`config.mk`:
```
export PLATFORM = sky130hd
export DESIGN_NAME = grc_fifo
export DESIGN_NICKNAME = d
export VERILOG_FILES = /design/src/grc_fifo.sv
export SDC_FILE = /design/constraint.sdc
export NUM_CORES = 1
export LEC_CHECK = 0
export CORE_AREA = 2 2 61 63
export CTS_CLUSTER_DIAMETER = 120
export DETAILED_ROUTE_END_ITERATION = 10
export DIE_AREA = 0 0 63 65
export DONT_BUFFER_PORTS = 1
export PLACE_DENSITY_LB_ADDON = 0.3
export RECOVER_POWER = 100
export SLEW_MARGIN = 20
export SYNTH_ARGS = -nofsm -noshare
export SYNTH_HDL_FRONTEND = slang
export SYNTH_SLANG_ARGS = --single-unit
```
`constraint.sdc`:
```
create_clock -name clk -period 2.18 [get_ports clk]
set_input_delay 0.545 -clock clk [delete_from_list [all_inputs] [get_ports clk]]
set_output_delay 0.545 -clock clk [all_outputs]
set_load 0.01 [all_outputs]
```
`src/grc_fifo.sv`:
```
// Small register queue with count, used between front, back and output.
module grc_fifo #(
  parameter int W     = 8,
  parameter int DEPTH = 4
) (
  input  logic         clk,
  input  logic         rst_n,
  input  logic         push,
  input  logic [W-1:0] din,
  output logic         full,
  input  logic         pop,
  output logic [W-1:0] dout,
  output logic         empty
);

  localparam int PW = $clog2(DEPTH);
  localparam int CW = $clog2(DEPTH + 1);

  logic [W-1:0]  mem_r [DEPTH];
  logic [PW-1:0] wr_ptr_r, wr_ptr_nxt;
  logic [PW-1:0] rd_ptr_r, rd_ptr_nxt;
  logic [CW-1:0] cnt_r, cnt_nxt;
  logic          do_push, do_pop;

  assign full    = (cnt_r == CW'(DEPTH));
  assign empty   = (cnt_r == '0);
  assign do_push = push && !full;
  assign do_pop  = pop && !empty;
  assign dout    = mem_r[rd_ptr_r];

  // pointer and count update
  always_comb begin
    wr_ptr_nxt = wr_ptr_r;
    rd_ptr_nxt = rd_ptr_r;
    cnt_nxt    = cnt_r;
    if (do_push) begin
      wr_ptr_nxt = (wr_ptr_r == PW'(DEPTH - 1)) ? '0 : wr_ptr_r + 1'b1;
    end
    if (do_pop) begin
      rd_ptr_nxt = (rd_ptr_r == PW'(DEPTH - 1)) ? '0 : rd_ptr_r + 1'b1;
    end
    if (do_push && !do_pop) begin
      cnt_nxt = cnt_r + 1'b1;
    end else if (do_pop && !do_push) begin
      cnt_nxt = cnt_r - 1'b1;
    end
  end

  always_ff @(posedge clk) begin
    if (!rst_n) begin
      wr_ptr_r <= '0;
      rd_ptr_r <= '0;
      cnt_r    <= '0;
    end else begin
      wr_ptr_r <= wr_ptr_nxt;
      rd_ptr_r <= rd_ptr_nxt;
      cnt_r    <= cnt_nxt;
    end
  end

  // storage, no reset
  always_ff @(posedge clk) begin
    if (do_push) begin
      mem_r[wr_ptr_r] <= din;
    end
  end

endmodule

```
==> results of run 1 <==
-- per-layer routing --
layer  share of wire [%]  vias up  track usage (%)  wire length [um]
met5                   0        -                0                 0
met4                 2.0        0             6.67                51
met3                 6.0        6             5.90               156
met2                  55       19             25.9              1430
met1                  37      367             14.1               954
li1                    -      362                -                 -
-- kinds of logic (layout without fill, tap and decap cells) --
family / after synthesis / after routing
buffers and inverters: 7 / 14
adder cells (fa/ha/maj): 7 / 7
XOR/XNOR: 2 / 2
AND/OR/NAND/NOR: 20 / 20
flip-flops: 41 / 41
AO/OA/AOI/OAI: 5 / 5
multiplexers: 11 / 11
-- cell usage after synthesis, drive strengths merged --
cell    instances
edfxtp         32
dfxtp           9
mux4            8
ha              6
nand2           6
and2            5
buf             3
inv             3
mux2i           3
o21ai           3
nand3           2
nor2            2
nor2b           2
a21boi          1
clkbuf          1
fa              1
nor3            1
nor3b           1
o31ai           1
or3             1
xnor2           1
xor2            1
-- critical path: stages, from the launching register on --
cell and delay (ns):
dfxtp_2 0.37, nor3b_2 0.19, nor2b_2 0.16, ha_1 0.21, inv_1 0.07, fa_1 0.38
xor2_1 0.17, or3_1 0.30, a21boi_0 0.17
-- final cells by class --
cell class,instances,share of cell area [%]
Sequential cell,41,64.9
Multi-Input combinational cell,45,27.0
Tap cell,48,3.41
Clock buffer,5,2.13
Clock inverter,3,0.994
Timing Repair Buffer,3,0.852
Inverter,3,0.639
-- power by group through the flow --
stage	Sequential (W)	Clock (W)	Combinational [W]
final	0.00105	0.000364	0.000484
after global routing	0.00106	0.000415	0.000539
after CTS	0.00104	0.000375	0.000496
after detailed placement	0.00105	0	0.000489
after global placement	0.00104	0	0.000466
after floorplan	0.00102	0	0.000397
-- metrics by stage --
stage | instances | util (%) | instance area (um^2)
floorplan | 93 | - | 1630
global placement | 140 | 48.5 | 1700
detailed placement | 140 | 48.5 | 1700
CTS | 148 | 50.3 | 1760
global route | 148 | 50.4 | 1760
finish | 148 | 50.4 | 1760
-- flip-flops by register name (all words and copies together) (netlist names), named ones only --
signal / count
rd_ptr_r: 2
cnt_r: 3
wr_ptr_r: 2
mem_r: 32
-- timing repair --
item / in CTS / in global routing
endpoints found under the setup margin: 1 / 1
gates resized for setup: 2 / 5
gates cloned: 0 / 0
-- final timing paths --
| kind | end | slack (ns) | cells after the start |
|---|---|---|---|
| worst max register to register | cnt_r[2]$_SDFFE_PN0P_ | 0.1 | 8 |
| worst min-delay path | mem_r[1][0]$_DFFE_PP_ | 0.28 | 0 |
| worst max-delay path | cnt_r[2]$_SDFFE_PN0P_ | 0.1 | 8 |
| worst min register to register | wr_ptr_r[0]$_SDFFE_PN0P_ | 0.52 | 2 |
==> impl.org, run 1 <==
** Status
- The flow ran to the end, and the final reports show no timing, DRC or antenna violations.

** Synthesis
- After Yosys synthesis, full adders, half adders and majority gates account for 5.83% of the synthesized area.
- Ranked by total cell area, the synthesized netlist is headed by edfxtp_1 (59%), dfxtp_1 (11%), mux4_2 (11%).
- The portion of synthesized area spent on multiplexers is 12.9%.
- Most area-hungry cell type in the Yosys netlist :: edfxtp_1
- Fraction of the mapped netlist area in simple logic gates :: 6.60%
- Share of the synthesized area in the top cell type :: 58.9%
- Fraction of synthesized cell area in xor and xnor cells :: 1.07%
- Post-Syn Area per Cell :: 17.5 um^2
- Combinational family with the most area after synthesis :: multiplexers
- Synthesis instantiated 23 different standard cells from the library.
- Cells after Synth :: 93
- Synthesized-area fraction occupied by ao, oa, aoi and oai cells :: 1.84%
- Cell Area, Synth :: 1630 um^2
- When the netlist entered floorplanning its net count stood at 112.
- Post-synthesis sequential area ratio :: 70.0%
- For this run, the number of Yosys warnings is 0.
- Yosys reg bits :: 41

** Finish
- Most frequent cells in the layout :: edfxtp_1 (32), mux4_2 (8)
- After the last flow step, the layout net total stands at 118.
- Counting the fill cells in the layout gives 300.
- Leaving out fill and tap cells, the most frequent cell in the layout is edfxtp_1.
- Final antenna diode count :: 0
- The sequential cells in the finished layout cover a total of 1140 um^2.
- Area added between synthesis and finish :: 8.13%
- Share of post-route cells with drive strength above 1 :: 23.0%
- Area used by multi-input combinational logic :: 477 um^2

** Clocking
- Clock-pin slew was measured on the worst setup and hold paths at 0.12 ns.
- H-tree level count :: 2
- TritonCTS built the clock tree.
- After clock tree synthesis, the setup repair step added 0 buffers.
- Clock Latency Late Sink :: 0.34 ns
- The clock passes through at most 2 buffers.
- Number of buffers created by CTS :: 5
- Number of buffers added to fix hold violations after cts :: 0
- CTS placed an instance of clkbuf_4 at the clock tree root.
- The clock net in this run drives a total of 41 sinks.

** Global routing
- Pin count of the biggest net entering global routing :: 14
- The via count of the first global-routing pass came to 858.
- For this run, the total global-route usage over all layers was measured as 14.3%.
- The initial antenna violation count came to 0.
- The first global-routing pass estimated 4160 um of wire.
- For this run the aggregate overflow at the end of global routing stands at 0.

** Power
- Power per cell area :: 1080 nW/um^2
- Worst vdd ir :: 531 uV
- Leak :: 0.585 nW
- Comb pwr share :: 25.5%
- Clock share of power :: 19.2%
- Switching power :: 0.000580 W
- The internal power of the cells totals 0.00132 W.
- Switching share of power :: 30.6%
- Power consumption :: 0.00190 W
- Sequential cells account for 55.3% of the total power.

** Routing
- Via/cell ratio :: 5.09
- After detailed routing, the average wire length per cell comes to 17.5 um.
- The first routing iteration left 34 violations.
- Residual antenna-violating net count after detailed routing :: 0
- The detailed router placed 754 vias in this run.
- Count of unresolved DRC violations after routing :: 0
- Detailed-route wire length :: 2590 um
- Number of search-and-repair iterations in the first detailed-routing pass :: 2

** Die
- For this design the top-level I/O count stands at 22.
- Die Height :: 65 um
- The floorplan has 22 rows.
- DIE AREA :: 4100 um^2
- The initial utilization of the core area, before any placement, comes to 46.6%.
- Area of the core region :: 3500 um^2
- Measured along the x axis, the die boundary spans 63 um.

** Timing
- For the pin with the worst max-slew slack, the measured transition is 0.631 ns.
- After layout, the worst setup slack is 0.0955 ns.
- Setup TNS :: 0 ns
- Min cycle time layout :: 2.08 ns
- The count of final hold-check violations was 0.
- Worst Clk Skew :: 0.00651 ns
- Worst-case hold slack :: 0.285 ns
- In the finished design, the share of the clock period the worst path needs comes to 95.6%.
- The worst pin sits at a relative slew slack of 57.9%.
- FMAX :: 0.480 GHz
- Final setup vio count :: 0
- The number of max-slew violations in the final report is 0.

** Worst setup path
- Arrival time at the worst endpoint :: 2.35 ns
- STA puts the critical path data required time at 2.45 ns.
- Tracing the worst setup path back leads to its startpoint at cnt_r[2]$_SDFFE_PN0P_.
- The critical path is of the reg2reg type.
- Maximum net fanout on the critical path :: 5
- Source of the worst register-to-register timing path :: cnt_r[2]$_SDFFE_PN0P_
- The worst setup path is captured at a flip-flop.
- Startpoint type of the worst setup path :: flip-flop

** Job
- The tool flagged a number of max-cap violations equal to 0.

** Min path
- In this run the worst hold path is classified as in2reg.
- The worst hold path begins at din[0].

** Placement
- Worst-case setup slack after placement :: 0.00890 ns
- Placer Congestion :: 0.604
- The count of buffers added on input and output ports is 0.
Note: power is estimated with default switching activity, not from simulation.
==> run 2, diff against run 1 <==
- ABC_AREA: unset -> 1
- CORE_AREA: 2 2 61 63 -> 2 2 69 71
- DIE_AREA: 0 0 63 65 -> 0 0 71 73
==> run 2 against run 1 <==
  * Critical path depth fell by 5
  * Largest power group unchanged
  * Clock-buffer cell count rose by 1
  * Sequential cell count stayed put
  * Highest routed layer unchanged
  * Total power rose by 20%
  * Largest cell class unchanged
  * Design area increased by 5.7%
==> impl.org, run 2 <==
** Min path
- The hold path startpoint is din[5] (was din[0]).
- Min-Delay Path Depth :: 0 (unchanged)
- The class of the tightest hold or removal check is in2reg (unchanged).
- The end point of the worst hold path was mem_r[0][5]$_DFFE_PP_ (was mem_r[1][0]$_DFFE_PP_).

** Clocking
- The number of clock sinks is 41 (unchanged).
- The total setup buffers inserted after CTS was 0 (unchanged).
- The CTS clock-pin slew for the worst setup and hold paths came to 0.08 ns (was 0.12 ns).
- The hold buffer count at cts was 0 (unchanged).
- Worst-case clock buffer depth :: 2 (unchanged)
- The number of resized instances in the post-cts repair step was 0 (was 2).
- H-tree level count :: 2 (unchanged)
- Clock Latency Late Sink :: 0.29 ns (was 0.34 ns)
- Number of buffers created by CTS :: 5 (unchanged)
- Clock tree from TritonCTS :: done (unchanged)
- The clock tree root driver cell is clkbuf_8 (was clkbuf_4).

** Timing
- Hold Vio Cnt, Final :: 0 (unchanged)
- Worst Clk Skew :: 0.00958 ns (was 0.00651 ns)
- Setup TNS :: 0 ns (unchanged)
- Final setup vio count :: 0 (unchanged)
- The worst hold slack across all endpoints came to 0.343 ns (was 0.285 ns).
- Min cycle time layout :: 2.01 ns (was 2.08 ns)
- FMAX :: 0.497 GHz (was 0.480 GHz)
- The relative slew slack came to 60.7% (was 57.9%).
- Final setup margin :: 0.168 ns (was 0.0955 ns)
- The number of max-slew violations in the final report was 0 (unchanged).
- The slew of the pin with the lowest slew margin came to 0.590 ns (was 0.631 ns).
- The period utilization was 92.3% (was 95.6%).
- RSZ-0062 raised after global routing :: false

** Finish
- Storage element area :: 1140 um^2 (about the same)
- Regs by FF count :: mem_r: 32 flops, cnt_r: 3 flops (unchanged)
- The share of the core filled with cells in the final layout was 41.1% (was 50.4%).
- The flip-flop count of the largest register after layout is 32 (unchanged).
- Final antenna diode count :: 0 (unchanged)
- Register name with the most flops :: mem_r (unchanged)
- Area added between synthesis and finish :: 10.1% (was 8.13%)
- Fillcell total :: 443 (was 300)
- The number of nets in the layout was 177 (was 118).
- Most common cell after layout, fill and taps aside :: nor2_1 (was edfxtp_1)
- Final standard cell area without fillers :: 1860 um^2 (was 1760 um^2)
- The area of the multi-input gates came to 455 um^2 (was 477 um^2).
- The fraction of layout cells with a size suffix above 1 came to 6.92% (was 23.0%).
- Most frequent cells in the layout :: nor2_1 (33), edfxtp_1 (32), inv_1 (18), nand2_1 (15), o21ai_0 (14) (was edfxtp_1 (32), mux4_2 (8))

** Synthesis
- Post-synthesis sequential area ratio :: 67.4% (was 70.0%)
- Most used standard cells in the synthesized netlist :: nor2_1 (33), edfxtp_1 (32), inv_1 (18), nand2_1 (14), o21ai_0 (14) (was edfxtp_1 (32), dfxtp_1 (9), mux4_2 (8), ha_1 (6), nand2_1 (6))
- The count of distinct cell types in the synthesized netlist was 18 (was 23).
- The most instantiated library cell after synthesis was nor2_1 (was edfxtp_1).
- Yosys reg bits :: 41 (unchanged)
- The combinational family with the most area after synthesis is simple AND/OR/NAND/NOR gates (was multiplexers).
- The count of flip-flops with a built-in enable after synthesis was 32 (unchanged).
- The complex-gate fraction of the synthesized area came to 9.53% (was 1.84%).
- Multiplexer share of the synthesized area :: 0% (was 12.9%)
- The fraction of the mapped netlist area in adder cells is 5.62% (was 5.83%).
- Yosys warning count :: 0 (unchanged)
- The xor/xnor cell area share of the yosys netlist is 0% (was 1.07%).
- Share of the synthesized area in the top cell type :: 56.8% (was 58.9%)
- The share of synthesized cell area in and, or, nand and nor gates came to 11.9% (was 6.60%).
- The total nets after synthesis is 167 (was 112).
- Share of synthesized flip-flops with an asynchronous set or reset :: 0% (unchanged)
- Cells after Synth :: 148 (was 93)
- Post-Syn Area per Cell :: 11.4 um^2 (was 17.5 um^2)
- The leading register cell type out of synthesis was edfxtp_1 (unchanged).
- Area contributors post-synth :: edfxtp_1 (57%), dfxtp_1 (11%), nor2_1 (7.3%) (was edfxtp_1 (59%), dfxtp_1 (11%), mux4_2 (11%))
- The post-synthesis cell area came to 1690 um^2 (was 1630 um^2).
- The cell accounting for the most synthesized area was edfxtp_1 (unchanged).

** Routing
- Number of violations reported at the end of detailed-routing iteration 0 :: 83 (was 34)
- Total number of vias :: 1078 (was 754)
- The average vias per placed instance is 5.06 (was 5.09).
- The detail-routed net length per standard cell is 15.5 um (was 17.5 um).
- Detailed-route wire length :: 3300 um (was 2590 um)
- The number of iterations in the first detailed-routing pass was 4 (was 2).
- Residual antenna-violating net count after detailed routing :: 0 (unchanged)
- The number of remaining DRC errors was 0 (unchanged).

** Die
- Site Rows :: 25 (was 22)
- The total die area was 5180 um^2 (was 4100 um^2).
- Die Height :: 73 um (was 65 um)
- The die outline width came to 71 um (was 63 um).
- Area of the core region :: 4540 um^2 (was 3500 um^2)
- The starting density of the core came to 37.3% (was 46.6%).
- # IOs :: 22 (unchanged)

** Power
- The standby leakage power came to 0.711 nW (was 0.585 nW).
- The net switching power figure came to 0.000771 W (was 0.000580 W).
- Internal power summed over all cells :: 0.00151 W (was 0.00132 W)
- Worst vdd ir :: 517 uV (was 531 uV)
- Clock share of power :: 25.5% (was 19.2%)
- The portion of total power attributed to combinational logic came to 27.8% (was 25.5%).
- The sequential power share came to 46.8% (was 55.3%).
- The power density over the cells was 1220 nW/um^2 (was 1080 nW/um^2).
- The switching share of power is 33.8% (was 30.6%).

** Status
- Status: completed (unchanged).

** Placement
- The number of port buffers came to 0 (unchanged).
- Placer Congestion :: 0.715 (was 0.604)
- The instance area at placement came to 1780 um^2 (was 1700 um^2).
- The placement-stage worst setup slack was 0.292 ns (was 0.00890 ns).
- Detail Placement HPWL :: 2310 um

** Worst setup path
- The required time of the critical path was 1.63 ns (was 2.45 ns).
- R2R Setup Slk :: 0.25 ns (was 0.1 ns)
- Startpoint type of the worst setup path :: flip-flop (unchanged)
- Cell count of the worst reg-to-reg path :: 9 (was 8)
- Nature of the critical path endpoint :: primary output (was flip-flop)
- Arrival time at the worst endpoint :: 1.47 ns (was 2.35 ns)
- The worst-path maximum fanout is 11 (was 5).
- Source of the worst register-to-register timing path :: cnt_r[1]$_SDFFE_PN0P_ (was cnt_r[2]$_SDFFE_PN0P_)
- FF-to-FF End :: cnt_r[1]$_SDFFE_PN0P_ (was cnt_r[2]$_SDFFE_PN0P_)
- The startpoint-to-endpoint class of the critical path is reg2out (was reg2reg).

** Global routing
- The via count of the first global-routing pass was 1143 (was 858).
- The initial antenna violation count is 0 (unchanged).
- The global routing usage summed across all routing layers was 13.9% (was 14.3%).
- The total grt overflow came to 0 (unchanged).
- The largest net degree at the start of global routing was 17 (was 14).
- The global-route wire length before repair is 5200 um (was 4160 um).

** Job
- The max-capacitance violation count came to 0 (unchanged).
run 2: cell types whose count changed in the layout (fill, tap and decap cells not counted), sizes merged, moves of 5 or more:
cell / before / now
o21ai: 3 / 18
mux4: 8 / 0
and2: 5 / 0
nor2: 2 / 33
inv: 3 / 19
o22ai: 0 / 8
nand2: 6 / 15
run 2: worst max-delay path by stage:
stage                          start                     to  depth (start not counted)
6_report                   flip-flop                dout[7]                          3
5_1_grt                    flip-flop                dout[0]                          3
4_1_cts                    flip-flop                dout[6]                          3
3_5_place_dp   cnt_r[1]$_SDFFE_PN0P_  cnt_r[2]$_SDFFE_PN0P_                         12
3_3_place_gp   cnt_r[1]$_SDFFE_PN0P_  cnt_r[1]$_SDFFE_PN0P_                          9
2_1_floorplan  cnt_r[1]$_SDFFE_PN0P_  cnt_r[1]$_SDFFE_PN0P_                          9
run 2: cells by family (layout without fill, tap and decap cells):
| kind of cell | count (synthesis) | in the layout |
|---|---|---|
| flops | 41 | 41 |
| fa+ha+maj | 7 | 7 |
| simple gates | 51 | 51 |
| buf+inv | 21 | 32 |
| compound gates | 28 | 28 |
run 2: layout make-up:
class	count	share of cell area, %
Tap cell	54	3.62
Clock inverter	2	1.81
Timing Repair Buffer	5	1.21
Sequential cell	41	61.2
Clock buffer	6	3.89
Multi-Input combinational cell	86	24.4
Inverter	19	3.83
run 2: through the flow:
| step | cells | total power, W |
|---|---|---|
| 2_1_floorplan | 148 | 0.00157 |
| 3_3_place_gp | 205 | 0.00168 |
| 3_5_place_dp | 205 | 0.00174 |
| 4_1_cts | 213 | 0.00233 |
| 5_1_grt | 213 | 0.00244 |
| 6_report | 213 | 0.00228 |
run 2: power by group through the flow:
stage	Clock [W]	Sequential, W	Combinational [W]
2_1_floorplan	0	0.00105	0.000517
5_1_grt	0.000632	0.00109	0.000723
3_3_place_gp	0	0.00108	0.000609
3_5_place_dp	0	0.00109	0.000655
6_report	0.000581	0.00107	0.000634
4_1_cts	0.000605	0.00107	0.000658
run 2: routing by layer:
metal / vias up / GRT usage, % / routed length, um
met4: 0 / 6.29 / 69
met1: 527 / 14.7 / 1330
met2: 26 / 24.1 / 1680
met5: - / 0 / 0
met3: 6 / 5.94 / 224
li1: 519 / - / -
run 2: worst max-delay path: stages, from the launching register on:
cell	delay (ns)
dfxtp_1	0.57
buf_4	0.24
o21ai_0	0.09
o22ai_1	0.28
