<file path="src/grc_pkg.sv">
// Shared types and codes of the grid ray caster.
package grc_pkg;

  // Opcode of an input word
  localparam logic OP_WRITE = 1'b0;
  localparam logic OP_CAST  = 1'b1;

  // Configuration register indexes
  localparam logic [2:0] CFG_VIEW_HEIGHT   = 3'd0;
  localparam logic [2:0] CFG_TEXTURE_WIDTH = 3'd1;
  localparam logic [2:0] CFG_ACTIVE_ROWS   = 3'd2;
  localparam logic [2:0] CFG_ACTIVE_COLS   = 3'd3;

  // Command kinds seen by the back end
  localparam logic [1:0] KIND_WRITE = 2'd0;
  localparam logic [1:0] KIND_DROP  = 2'd1;
  localparam logic [1:0] KIND_CAST  = 2'd2;

  // Width of an active grid size (values up to 127)
  localparam int DIM_W = 7;

  typedef struct packed {
    logic               opcode;
    logic [3:0]         tile_row;
    logic [3:0]         tile_col;
    logic [3:0]         tile_value;
    logic [15:0]        pos_x;
    logic [15:0]        pos_y;
    logic signed [15:0] ray_dx;
    logic signed [15:0] ray_dy;
  } in_word_t;

  typedef struct packed {
    logic [3:0]  hit_tile;
    logic        hit_y_side;
    logic [15:0] perp_distance;
    logic [9:0]  draw_start;
    logic [9:0]  draw_end;
    logic [7:0]  texture_column;
    logic        escaped;
  } out_word_t;

  // Classified command passed from front to back
  typedef struct packed {
    logic [1:0] kind;
    in_word_t   word;
  } cmd_t;

  // Effective (clamped) configuration
  typedef struct packed {
    logic [10:0]      h;
    logic [8:0]       w;
    logic [DIM_W-1:0] rows;
    logic [DIM_W-1:0] cols;
  } cfg_t;

  // Back end status toward the front
  typedef struct packed {
    logic clearing;
  } stat_t;

endpackage

</file>
<file path="src/grc_fifo.sv">
// Small register queue with count, used between front, back and output.
module grc_fifo #(
  parameter int W     = 8,
  parameter int DEPTH = 4
) (
  input  logic         clk,
  input  logic         rst_n,
  input  logic         push,
  input  logic [W-1:0] din,
  output logic         full,
  input  logic         pop,
  output logic [W-1:0] dout,
  output logic         empty
);

  localparam int PW = $clog2(DEPTH);
  localparam int CW = $clog2(DEPTH + 1);

  logic [W-1:0]  mem_r [DEPTH];
  logic [PW-1:0] wr_ptr_r, wr_ptr_nxt;
  logic [PW-1:0] rd_ptr_r, rd_ptr_nxt;
  logic [CW-1:0] cnt_r, cnt_nxt;
  logic          do_push, do_pop;

  assign full    = (cnt_r == CW'(DEPTH));
  assign empty   = (cnt_r == '0);
  assign do_push = push && !full;
  assign do_pop  = pop && !empty;
  assign dout    = mem_r[rd_ptr_r];

  // pointer and count update
  always_comb begin
    wr_ptr_nxt = wr_ptr_r;
    rd_ptr_nxt = rd_ptr_r;
    cnt_nxt    = cnt_r;
    if (do_push) begin
      wr_ptr_nxt = (wr_ptr_r == PW'(DEPTH - 1)) ? '0 : wr_ptr_r + 1'b1;
    end
    if (do_pop) begin
      rd_ptr_nxt = (rd_ptr_r == PW'(DEPTH - 1)) ? '0 : rd_ptr_r + 1'b1;
    end
    if (do_push && !do_pop) begin
      cnt_nxt = cnt_r + 1'b1;
    end else if (do_pop && !do_push) begin
      cnt_nxt = cnt_r - 1'b1;
    end
  end

  always_ff @(posedge clk) begin
    if (!rst_n) begin
      wr_ptr_r <= '0;
      rd_ptr_r <= '0;
      cnt_r    <= '0;
    end else begin
      wr_ptr_r <= wr_ptr_nxt;
      rd_ptr_r <= rd_ptr_nxt;
      cnt_r    <= cnt_nxt;
    end
  end

  // storage, no reset
  always_ff @(posedge clk) begin
    if (do_push) begin
      mem_r[wr_ptr_r] <= din;
    end
  end

endmodule

</file>
<file path="src/grc_front.sv">
// Front end: accepts input words, classifies them and queues them for the back end.
module grc_front #(
  parameter int MAX_ROWS = 16,
  parameter int MAX_COLS = 16
) (
  input  logic              clk,
  input  logic              rst_n,
  input  logic              in_push,
  input  grc_pkg::in_word_t in_word,
  output logic              in_full,
  input  grc_pkg::stat_t    stat,
  input  logic              cmd_pop,
  output grc_pkg::cmd_t     cmd,
  output logic              cmd_empty
);
  import grc_pkg::*;

  cmd_t cmd_in;
  logic q_full;
  logic push_ok;

  // classify: cast, in-range write, or write outside the store
  always_comb begin
    cmd_in.word = in_word;
    if (in_word.opcode == OP_CAST) begin
      cmd_in.kind = KIND_CAST;
    end else if ((int'(in_word.tile_row) < MAX_ROWS) &&
                 (int'(in_word.tile_col) < MAX_COLS)) begin
      cmd_in.kind = KIND_WRITE;
    end else begin
      cmd_in.kind = KIND_DROP;
    end
  end

  assign in_full = q_full || stat.clearing;
  assign push_ok = in_push && !in_full;

  grc_fifo #(.W($bits(cmd_t)), .DEPTH(4)) u_cmd_q (
    .clk   (clk),
    .rst_n (rst_n),
    .push  (push_ok),
    .din   (cmd_in),
    .full  (q_full),
    .pop   (cmd_pop),
    .dout  (cmd),
    .empty (cmd_empty)
  );

endmodule

</file>
<file path="config.mk">
export PLATFORM = sky130hd
export DESIGN_NAME = grc_front
export DESIGN_NICKNAME = d
export VERILOG_FILES = /design/src/grc_pkg.sv /design/src/grc_fifo.sv /design/src/grc_front.sv
export SDC_FILE = /design/constraint.sdc
export NUM_CORES = 1
export LEC_CHECK = 0
export BUFFER_PORTS_ARGS = -buffer_cell sky130_fd_sc_hd__buf_2
export CELL_PAD_IN_SITES_DETAIL_PLACEMENT = 2
export CELL_PAD_IN_SITES_GLOBAL_PLACEMENT = 2
export CORE_UTILIZATION = 45
export DETAILED_ROUTE_END_ITERATION = 16
export HOLD_SLACK_MARGIN = 0.1
export PLACE_DENSITY = 0.79
export SYNTH_ARGS = -nofsm -noshare
export SYNTH_HDL_FRONTEND = slang
export SYNTH_HIERARCHICAL = 1
export SYNTH_SLANG_ARGS = --single-unit
export TNS_END_PERCENT = 100
</file>
<file path="constraint.sdc">
create_clock -name clk -period 4.39 [get_ports clk]
set_clock_uncertainty 0.05 [all_clocks]
set_input_delay 0 -clock clk [delete_from_list [all_inputs] [get_ports clk]]
set_output_delay 0 -clock clk [all_outputs]
set_load 0.1 [all_outputs]
</file>
==> reports/metrics.yaml, run 1 <==
finish:
  postLayoutCellArea_mm2: 0.01498
  area_growth_syn_to_layout_pct: 26.16
  seqCellArea_mm2: 0.009677
  final_common_cell: "edfxtp_1"
  n_antenna_cell: 0
  multi_input_area_mm2: 0.002093
  fin_cells: 1095
  drive_gt1_share_pct: 39.87
  fill_cells: 2148
  post-route-util_pct: 57.65
  final_cell_mix: "edfxtp_1, buf_2, dlygate4sd3_1, mux4_2, clkbuf_16"
  final_nets: 830
timing:
  setup_violations: 0
  min_period_ns: 3.500
  rsz0062_at_grt: "false"
  fmax_mhz: 285.7
  slew_headroom_pct: 19.27
  worst_pin_slew_ns: 1.211
  final.setup.tns_ns: 0
  slew_violations: 0
  period_share_pct: 79.73
  hold_viol: 0
place:
  dpl.cell_count: 956
  gp_congestion: 0.7114
  place_area_mm2: 0.01309
  hpwlAfterDp_um: 20630
  port_buffers: 162
floorplanning:
  die_w_um: 164.4
  core_region_area_mm2: 0.02598
  initial_utilization_pct: 45.70
  die_h_um: 164.4
  io_pins: 163
  num_rows: 59
  dieArea_mm2: 0.02704
route:
  routed_wl_um: 32190
  num_vias: 6001
  drc: 0
  wl_per_cell_um: 29.39
  drt_pass1_iterations: 7
  ant_nets: 0
  drt_iter0_drc: 497
  vias_per_cell: 5.480
yosys:
  synthTopCellsByArea: "edfxtp_1, mux4_2, dfxtp_1"
  synthXorXnorAreaFrac_pct: 0.1475
  yosysWarnings: 6
  yosys.area.top_type: "edfxtp_1"
  synth_top_area_share_pct: 79.92
  ys_ff_latch: 325
  syn_area_per_cell_um2: 25.43
  synth-adder-area-share_pct: 0.8008
  synth_top_family_by_area: "multiplexers"
  synth_compound_area_share_pct: 0.2529
  yosysSeqAreaShare_pct: 81.43
  synthSimpleGateAreaFrac_pct: 0.9800
  synth_cell_type_count: 27
  netlist_area_mm2: 0.01187
  synth_mux_area_share_pct: 15.24
  syn_inst: 467
cts:
  cts_buffers: 36
  tritoncts: "yes"
  clock_latency_ns: 0.51
  path_clk_slew_ns: 0.06
  cts_hold_buf: 82
  cts.sinks: 325
  clock_path_buffers: 3
  cts_root_buf: "clkbuf_16"
  ctsResizeCount: 0
  h-tree-depth: 2
  post-cts-setup-buffers: 0
global_route:
  grt_max_degree: 80
  grt.overflow.total: 0
  track_usage_pct: 24.69
  grt_pass1_vias: 6703
  grt_pass1_wl_um: 45690
  antenna_found_initial: 1
setup_path:
  cp.arrival_ns: 3.62
  crit_path_end_kind: "flop"
  worstPathRequired_ns: 4.51
  worstPathMaxFanout: 46
  cp-start-kind: "flop"
  criticalPathCategory: "reg2reg"
hold_path:
  min_path_type: "in2reg"
pwr:
  max-vdd-ir-drop_mv: 0.4795
  power.density_mw_per_mm2: 682.9
  p_leak_nw: 5.069
run_status:
  status: "finished, final reports clean"
job:
  maxCapViolations: 0
synthesized netlist by cell type (all sizes together):
cell    number
a21boi       1
and2         5
buf         12
clkbuf       8
conb         1
dfxtp        9
edfxtp     316
fa           1
ha           6
inv          3
mux2i        3
mux4        79
nand2        6
nand3        2
nor2         2
nor2b        2
nor3         1
nor3b        2
o21ai        3
o31ai        1
or2          1
or3          1
xnor2        1
xor2         1
per-stage QoR:
step	setup slack [ns]	total power [mW]	hold WS [ns]
after floorplan	0.9942	6.838	0.04887
after global placement	1.654	7.342	0.1620
after detailed placement	1.443	7.455	0.1774
after CTS	0.9125	10.32	0.1741
after global routing	0.7557	10.54	0.2055
final	0.8897	10.23	0.1953
layer usage:
layer	track usage (%)	part of all wire (%)
met1	31.63	39
met2	43.98	54
met3	3.541	4.7
met4	6.964	2.2
met5	0	0
final timing paths:
kind,depth (start not counted),from,end,slack [ns]
setup reg to reg,6,u_cmd_q/cnt_r[0],u_cmd_q/mem_r[2][64],0.89
hold reg to reg,2,u_cmd_q/rd_ptr_r[1],flop,0.50
setup / recovery,6,u_cmd_q/cnt_r[0],u_cmd_q/mem_r[2][64],0.89
hold / removal,2,in_word[29],u_cmd_q/mem_r[3][29],0.20
sequential cells by signal, summed over array words and instances (netlist names), named ones only:
signal	flops
u_cmd_q/cnt_r	3
u_cmd_q/mem_r	316
u_cmd_q/wr_ptr_r	2
u_cmd_q/rd_ptr_r	2
power breakdown:
part | switching (mW) | internal (mW)
Clock | 1.16 | 1.64
Combinational | 2.80 | 0.798
Sequential | 0.224 | 3.61
Total | 4.18 | 6.05
cell families (layout without fill, tap and decap cells):
family,Yosys count,in the layout
adders and majority gates,7,7
muxes,82,82
buffers and inverters,23,313
AOI/OAI and AO/OA,5,5
other,1,4
DFF,325,325
xor gates and xnor gates,2,2
and+or+nand+nor,22,22
critical path: stages, from the launching register on:
cell           delay, ns
dfxtp_1             0.44
nor3b_1             0.13
nor3b_1             0.18
dlygate4sd3_1       0.56
nor2b_1             0.52
and2_4              0.78
buf_4               0.44
final cells by class:
| class | instances | share of cell area, % |
|---|---|---|
| clock buffer | 45 | 6.581 |
| inverter | 3 | 0.07517 |
| timing repair buffer | 253 | 11.43 |
| sequential | 325 | 64.60 |
| tap | 335 | 2.798 |
| multi-input combinational | 122 | 13.97 |
| clock inverter | 12 | 0.5512 |
Power figures use the tool's default switching activity.
==> run 2, diff against run 1 <==
Settings changed: ABC_AREA set to 1, CORE_UTILIZATION 45 to 40, PLACE_DENSITY 0.79 to 0.78.
Clock period 4.39 ns to 3.5 ns, I/O delays scaled along.
==> run 2 against run 1 <==
Clock-buffer cell count up 1. Synthesized area increased by 2.9%. Cell count grew 38%. Die area rose by 16%. Sequential cell count unchanged. Worst hold slack got worse by 0.0097 ns. Critical endpoint is now cmd[33].
==> reports/metrics.yaml, run 2 <==
job:
  maxCapViolations: 0  # unchanged
timing:
  fin_ws_ns: 0.5164  # was 0.8897 ns
  rsz0062_at_grt: "false"  # unchanged
  slew_violations: 0  # unchanged
  setup_violations: 0  # unchanged
  slew_headroom_pct: 39.94  # was 19.27%
  period_share_pct: 85.25
  hold_viol: 0  # unchanged
  min_period_ns: 2.984
  worst_pin_slew_ns: 0.9009  # was 1.211 ns
  fmax_mhz: 335.2
finish:
  final_cell_mix: "edfxtp_1, nor2_1, buf_2, o21ai_0, dlygate4sd3_1"  # was edfxtp_1, buf_2, dlygate4sd3_1, mux4_2, clkbuf_16
  top_register: "u_cmd_q/mem_r"  # unchanged
  fill_cells: 2822  # was 2148
  final_nets: 1180  # was 830
  largest_reg_flops: 316  # unchanged
  postLayoutCellArea_mm2: 0.01537  # was 0.01498 mm2
  largestRegisters: "u_cmd_q/mem_r: 316 flops, u_cmd_q/cnt_r: 3 flops"  # unchanged
  final_common_cell: "edfxtp_1"  # unchanged
  drive_gt1_share_pct: 20.75  # was 39.87%
  area_growth_syn_to_layout_pct: 25.78  # was 26.16%
route:
  drt_pass1_iterations: 5  # was 7
  routed_wl_um: 36990  # was 32190 um
  num_vias: 8029  # was 6001
  drc: 0  # unchanged
  ant_nets: 0  # unchanged
  drt_iter0_drc: 543  # was 497
  wl_per_cell_um: 24.56  # was 29.39 um
  vias_per_cell: 5.331  # was 5.480
yosys:
  synth_top_area_share_pct: 77.67  # was 79.92%
  ys_ff_latch: 325  # unchanged
  synthTopCellsByArea: "edfxtp_1, nor2_1, o21ai_0"  # was edfxtp_1, mux4_2, dfxtp_1
  yosys.area.top_type: "edfxtp_1"  # unchanged
  netlist_area_mm2: 0.01222  # was 0.01187 mm2
  synthFlopType: "edfxtp_1"  # unchanged
  yosysWarnings: 6  # unchanged
  synth_edf_count: 316  # unchanged
  synth_cell_type_count: 24  # was 27
  syn_inst: 841  # was 467
  async_flop_share_pct: 0  # unchanged
  yosysSeqAreaShare_pct: 79.15  # was 81.43%
  yosys-top-cells-count: "edfxtp_1, nor2_1, o21ai_0"  # was edfxtp_1, mux4_2, buf_2, dfxtp_1, clkbuf_1
  yosysMostFrequentCell: "edfxtp_1"  # unchanged
  syn_area_per_cell_um2: 14.53  # was 25.43 um2
place:
  port_buffers: 162  # unchanged
  dp_slack_ns: 0.9146  # was 1.443 ns
  gp_congestion: 0.6792  # was 0.7114
  place_area_mm2: 0.01348  # was 0.01309 mm2
  hpwlAfterDp_um: 20340  # was 20630 um
global_route:
  grt_pass1_wl_um: 55630  # was 45690 um
  grt_max_degree: 81  # was 80
  grt.overflow.total: 0  # unchanged
  antenna_found_initial: 4  # was 1
  track_usage_pct: 23.93  # was 24.69%
  grt_pass1_vias: 8855  # was 6703
setup_path:
  critical_path.reg2reg.startpoint: "u_cmd_q/cnt_r[1]"  # was u_cmd_q/cnt_r[0]
  critPathBufInv: 3  # was 2
  cp-start-kind: "flop"  # unchanged
  slowest_stage: "dfxtp_4"  # was and2_4
  crit_family: "buffers and inverters"  # was simple AND/OR/NAND/NOR gates
  criticalPathCategory: "reg2out"  # was reg2reg
  cp.arrival_ns: 2.93  # was 3.62 ns
  worstPathRequired_ns: 3.45  # was 4.51 ns
  worstPathCellList: "inv_4 > buf_4 > o21ai_1 > o22ai_1 > buf_2"  # was nor3b_1 > nor3b_1 > dlygate4sd3_1 > nor2b_1 > and2_4 > buf_4
  crit_path_end_kind: "output port"  # was flop
  worstPathMaxFanout: 52  # was 46
  rrSetupSlack_ns: 0.99  # was 0.89 ns
  cpPeakStageDelay_ns: 0.53  # was 0.78 ns
cts:
  cts_root_buf: "clkbuf_16"  # unchanged
  clock_path_buffers: 3  # unchanged
  path_clk_slew_ns: 0.06  # about the same
  tritoncts: "yes"  # unchanged
  clock_latency_ns: 0.50  # was 0.51 ns
  h-tree-depth: 2  # unchanged
  cts.sinks: 325  # unchanged
  cts_buffers: 36  # unchanged
hold_path:
  min_path_type: "in2reg"  # unchanged
  hold_start: "in_word[2]"  # was in_word[29]
floorplanning:
  die_w_um: 176.8  # was 164.4 um
  dieArea_mm2: 0.03124  # was 0.02704 mm2
  io_pins: 163  # unchanged
  initial_utilization_pct: 40.89  # was 45.70%
  die_h_um: 176.8  # was 164.4 um
  core_region_area_mm2: 0.02987  # was 0.02598 mm2
  num_rows: 63  # was 59
run_status:
  status: "finished, final reports clean"  # unchanged
## run 2: changes by cell type in the layout (fill, tap and decap cells not counted), sizes merged, moves of 7 or more
cell,change
nor2,+174
o21ai,+157
mux4,-79
o22ai,+79
inv,+19
nand2,+10
buf,+7
## run 2: area by class of cell
class                      instances  area (um2)  area share, %
sequential                       325        9674          62.96
clock buffer                      46       938.4          6.107
inverter                          22       85.08         0.5537
timing repair buffer             259        1854          12.07
clock inverter                    14       128.9         0.8387
antenna                            3       7.507        0.04886
tap                              390       488.0          3.176
multi-input combinational        447        2190          14.25
## run 2: path summary, 6_finish.rpt
path | end | depth (start not counted)
hold / removal | u_cmd_q/mem_r[0][2] | 2
setup reg to reg | u_cmd_q/mem_r[1][45] | 9
setup / recovery | cmd[33] | 5
hold reg to reg | u_cmd_q/cnt_r[0] | 2
## run 2: cells by family after synthesis
kind of cell	share of synthesized area, %
AO/OA/AOI/OAI	10.68
adder cells (fa/ha/maj)	0.7784
buffers and inverters	3.267
flip-flops	79.15
other	0.03070
AND/OR/NAND/NOR	6.094
## run 2: what timing repair did
item,CTS,global route
hold buffers,81,0
resized for setup,0,0
buffers inserted,0,0
endpoints found under the hold margin,321,0
## run 2: routing by layer
layer	share of wire [%]	global-route usage, %	vias to the layer above	routed length [um]
met2	52	41.65	198	19090
met5	0	0	-	0
met1	43	31.68	4148	15980
met3	3.6	3.222	44	1316
li1	-	-	3639	-
met4	1.6	5.711	0	606
## run 2: metrics by stage
stage                     hold slack, ns  std cells  util [%]  setup TNS (ns)
final                             0.1856       1506     51.43               0
after global routing              0.1863       1506     51.43               0
after CTS                         0.1668       1503     51.41               0
after detailed placement          0.1676       1362     45.12               0
after global placement            0.1655       1362     45.12               0
after floorplan                  0.04887        844         -         -135.92
Power of run 2 is left out: the tool's default activity adds up to more than one toggle a clock period on the data nets, which glitch-free logic cannot reach.
==> run 3, diff against run 2 <==
Clock period 3.5 ns to 2.8 ns, I/O delays scaled along.
==> run 3 against run 2 <==
Core utilization is 4.4 points higher. Sequential share of layout area down 4.9 points. Clock-buffer cell count rose by 7. Worst setup slack got worse by 0.44 ns. First-iteration DRC count fell by 12%. Critical endpoint is now cmd[63]. Largest cell class unchanged.
==> reports/metrics.yaml, run 3 (synthesized netlist as in run 2, its figures left out) <==
finish:
  final_nets: 1185  # was 1180
  seqCellArea_mm2: 0.009674  # unchanged
  largestRegisters: "u_cmd_q/mem_r: 316 flops, u_cmd_q/cnt_r: 3 flops"  # unchanged
  final_common_cell: "edfxtp_1"  # unchanged
  post-route-util_pct: 55.79  # was 51.43%
  postLayoutCellArea_mm2: 0.01667  # was 0.01537 mm2
  top_register: "u_cmd_q/mem_r"  # unchanged
  area_growth_syn_to_layout_pct: 36.44  # was 25.78%
  largest_reg_flops: 316  # unchanged
  drive_gt1_share_pct: 21.30  # was 20.75%
  fill_cells: 2628  # was 2822
  multi_input_area_mm2: 0.002218  # was 0.002190 mm2
  final_cell_mix: "edfxtp_1, nor2_1, o21ai_0, dlygate4sd3_1, buf_12"  # was edfxtp_1, nor2_1, buf_2, o21ai_0, dlygate4sd3_1
cts:
  tritoncts: "yes"  # unchanged
  cts_buffers: 35  # was 36
  h-tree-depth: 2  # unchanged
  post-cts-setup-buffers: 0  # unchanged
  path_clk_slew_ns: 0.07  # was 0.06 ns
  clock_latency_ns: 0.53  # was 0.50 ns
  cts_root_buf: "clkbuf_16"  # unchanged
  cts.sinks: 325  # unchanged
  clock_path_buffers: 3  # unchanged
timing:
  final.setup.tns_ns: 0  # unchanged
  rsz0062_at_grt: "false"  # unchanged
  fmax_mhz: 367.5
  setup_violations: 0  # unchanged
  period_share_pct: 97.18
  slew_headroom_pct: 40.20  # was 39.94%
  hold_viol: 0  # unchanged
  worst_pin_slew_ns: 0.8971  # was 0.9009 ns
  slew_violations: 0  # unchanged
  min_period_ns: 2.721
route:
  highest_layer: "met4"  # unchanged
  dr_wl_met2_um: 21180  # was 19090 um
  drt_pass1_iterations: 5  # unchanged
  wl_per_cell_um: 26.53  # was 24.56 um
  met1_length_um: 15920  # was 15980 um
  drt_iter0_drc: 479  # was 543
  wl_met3_um: 1764  # was 1316 um
  routed_wl_um: 40140  # was 36990 um
  vias_per_cell: 5.438  # was 5.331
  num_vias: 8228  # was 8029
  ant_nets: 0  # unchanged
  drc: 0  # unchanged
setup_path:
  crit_path_end_kind: "output port"  # unchanged
  cpPeakStageDelay_ns: 0.69  # was 0.53 ns
  cp-start-kind: "flop"  # unchanged
  worstPathMaxFanout: 79  # was 52
  worstPathRequired_ns: 2.75  # was 3.45 ns
  cp.arrival_ns: 2.67  # was 2.93 ns
  critPathBufInv: 2  # was 3
  criticalPathCategory: "reg2out"  # unchanged
  critical_path.reg2reg.startpoint: "u_cmd_q/cnt_r[1]"  # unchanged
  slowest_stage: "buf_4"  # was dfxtp_4
  worstPathCellList: "buf_4 > o21ai_0 > o22ai_1 > buf_12"  # was inv_4 > buf_4 > o21ai_1 > o22ai_1 > buf_2
  crit_family: "buffers and inverters"  # unchanged
global_route:
  grt_pass1_vias: 9417  # was 8855
  track_usage_pct: 26.25  # was 23.93%
  grt_pass1_wl_um: 59810  # was 55630 um
  grt_max_degree: 80  # was 81
  grt.overflow.total: 0  # unchanged
  antenna_found_initial: 1  # was 4
floorplanning:
  io_pins: 163  # unchanged
  dieArea_mm2: 0.03124  # unchanged
  die_w_um: 176.8  # unchanged
  core_region_area_mm2: 0.02987  # unchanged
  die_h_um: 176.8  # unchanged
  initial_utilization_pct: 40.89  # unchanged
  num_rows: 63  # unchanged
run_status:
  status: "finished, final reports clean"  # unchanged
hold_path:
  min_path_type: "in2reg"  # unchanged
  hold_start: "in_word[6]"  # was in_word[2]
place:
  place_area_mm2: 0.01467  # was 0.01348 mm2
  gp_congestion: 0.6879  # was 0.6792
  hpwlAfterDp_um: 22490  # was 20340 um
  port_buffers: 162  # unchanged
job:
  maxCapViolations: 0  # unchanged
-- run 3: cell count changes in the layout (fill, tap and decap cells not counted), moves of 2 or more --
cell and delta:
nand2_1 -2, dlygate4sd3_1 +4, buf_4 +4, buf_2 -79, clkbuf_8 +3, buf_12 +76
diode_2 -2, clkinv_1 -3, clkbuf_1 +3
-- run 3: what timing repair did --
item                                    CTS  global route
hold endpoints to repair                321             0
hold buffers                             85             0
resized for setup                         0             1
endpoints found under the setup margin    0            14
-- run 3: metal layers --
metal / global-route usage, % / up-vias
met2: 47.06 / 260
li1: - / 3656
met4: 8.836 / 0
met3: 4.231 / 75
met5: 0 / -
met1: 32.05 / 4237
-- run 3: area by class of cell --
cell class	instances	share of cell area [%]
repair buffers	265	18.37
clock buffers	53	6.095
clock inverters	10	0.7356
well taps	390	2.927
multi-input cells	447	13.31
diodes	1	0.01501
inverters	22	0.5104
flip-flops and latches	325	58.04
-- run 3: worst paths after layout --
check	depth (start not counted)	endpoint	slack [ns]
setup / recovery	4	cmd[63]	0.08
hold / removal	2	u_cmd_q/mem_r[0][6]	0.19
setup reg to reg	10	u_cmd_q/wr_ptr_r[1]	0.39
hold reg to reg	2	u_cmd_q/cnt_r[0]	0.49
-- run 3: stage by stage --
step                      hold slack [ns]  cells  setup WS (ns)
after floorplan                   0.04887    844        0.03336
after global placement             0.1626   1364         0.5960
after detailed placement           0.1743   1364         0.4925
after CTS                          0.1722   1512       0.007065
after global routing               0.1953   1513        0.02376
final                              0.1863   1513        0.07895
Power of run 3 is left out for the same reason.
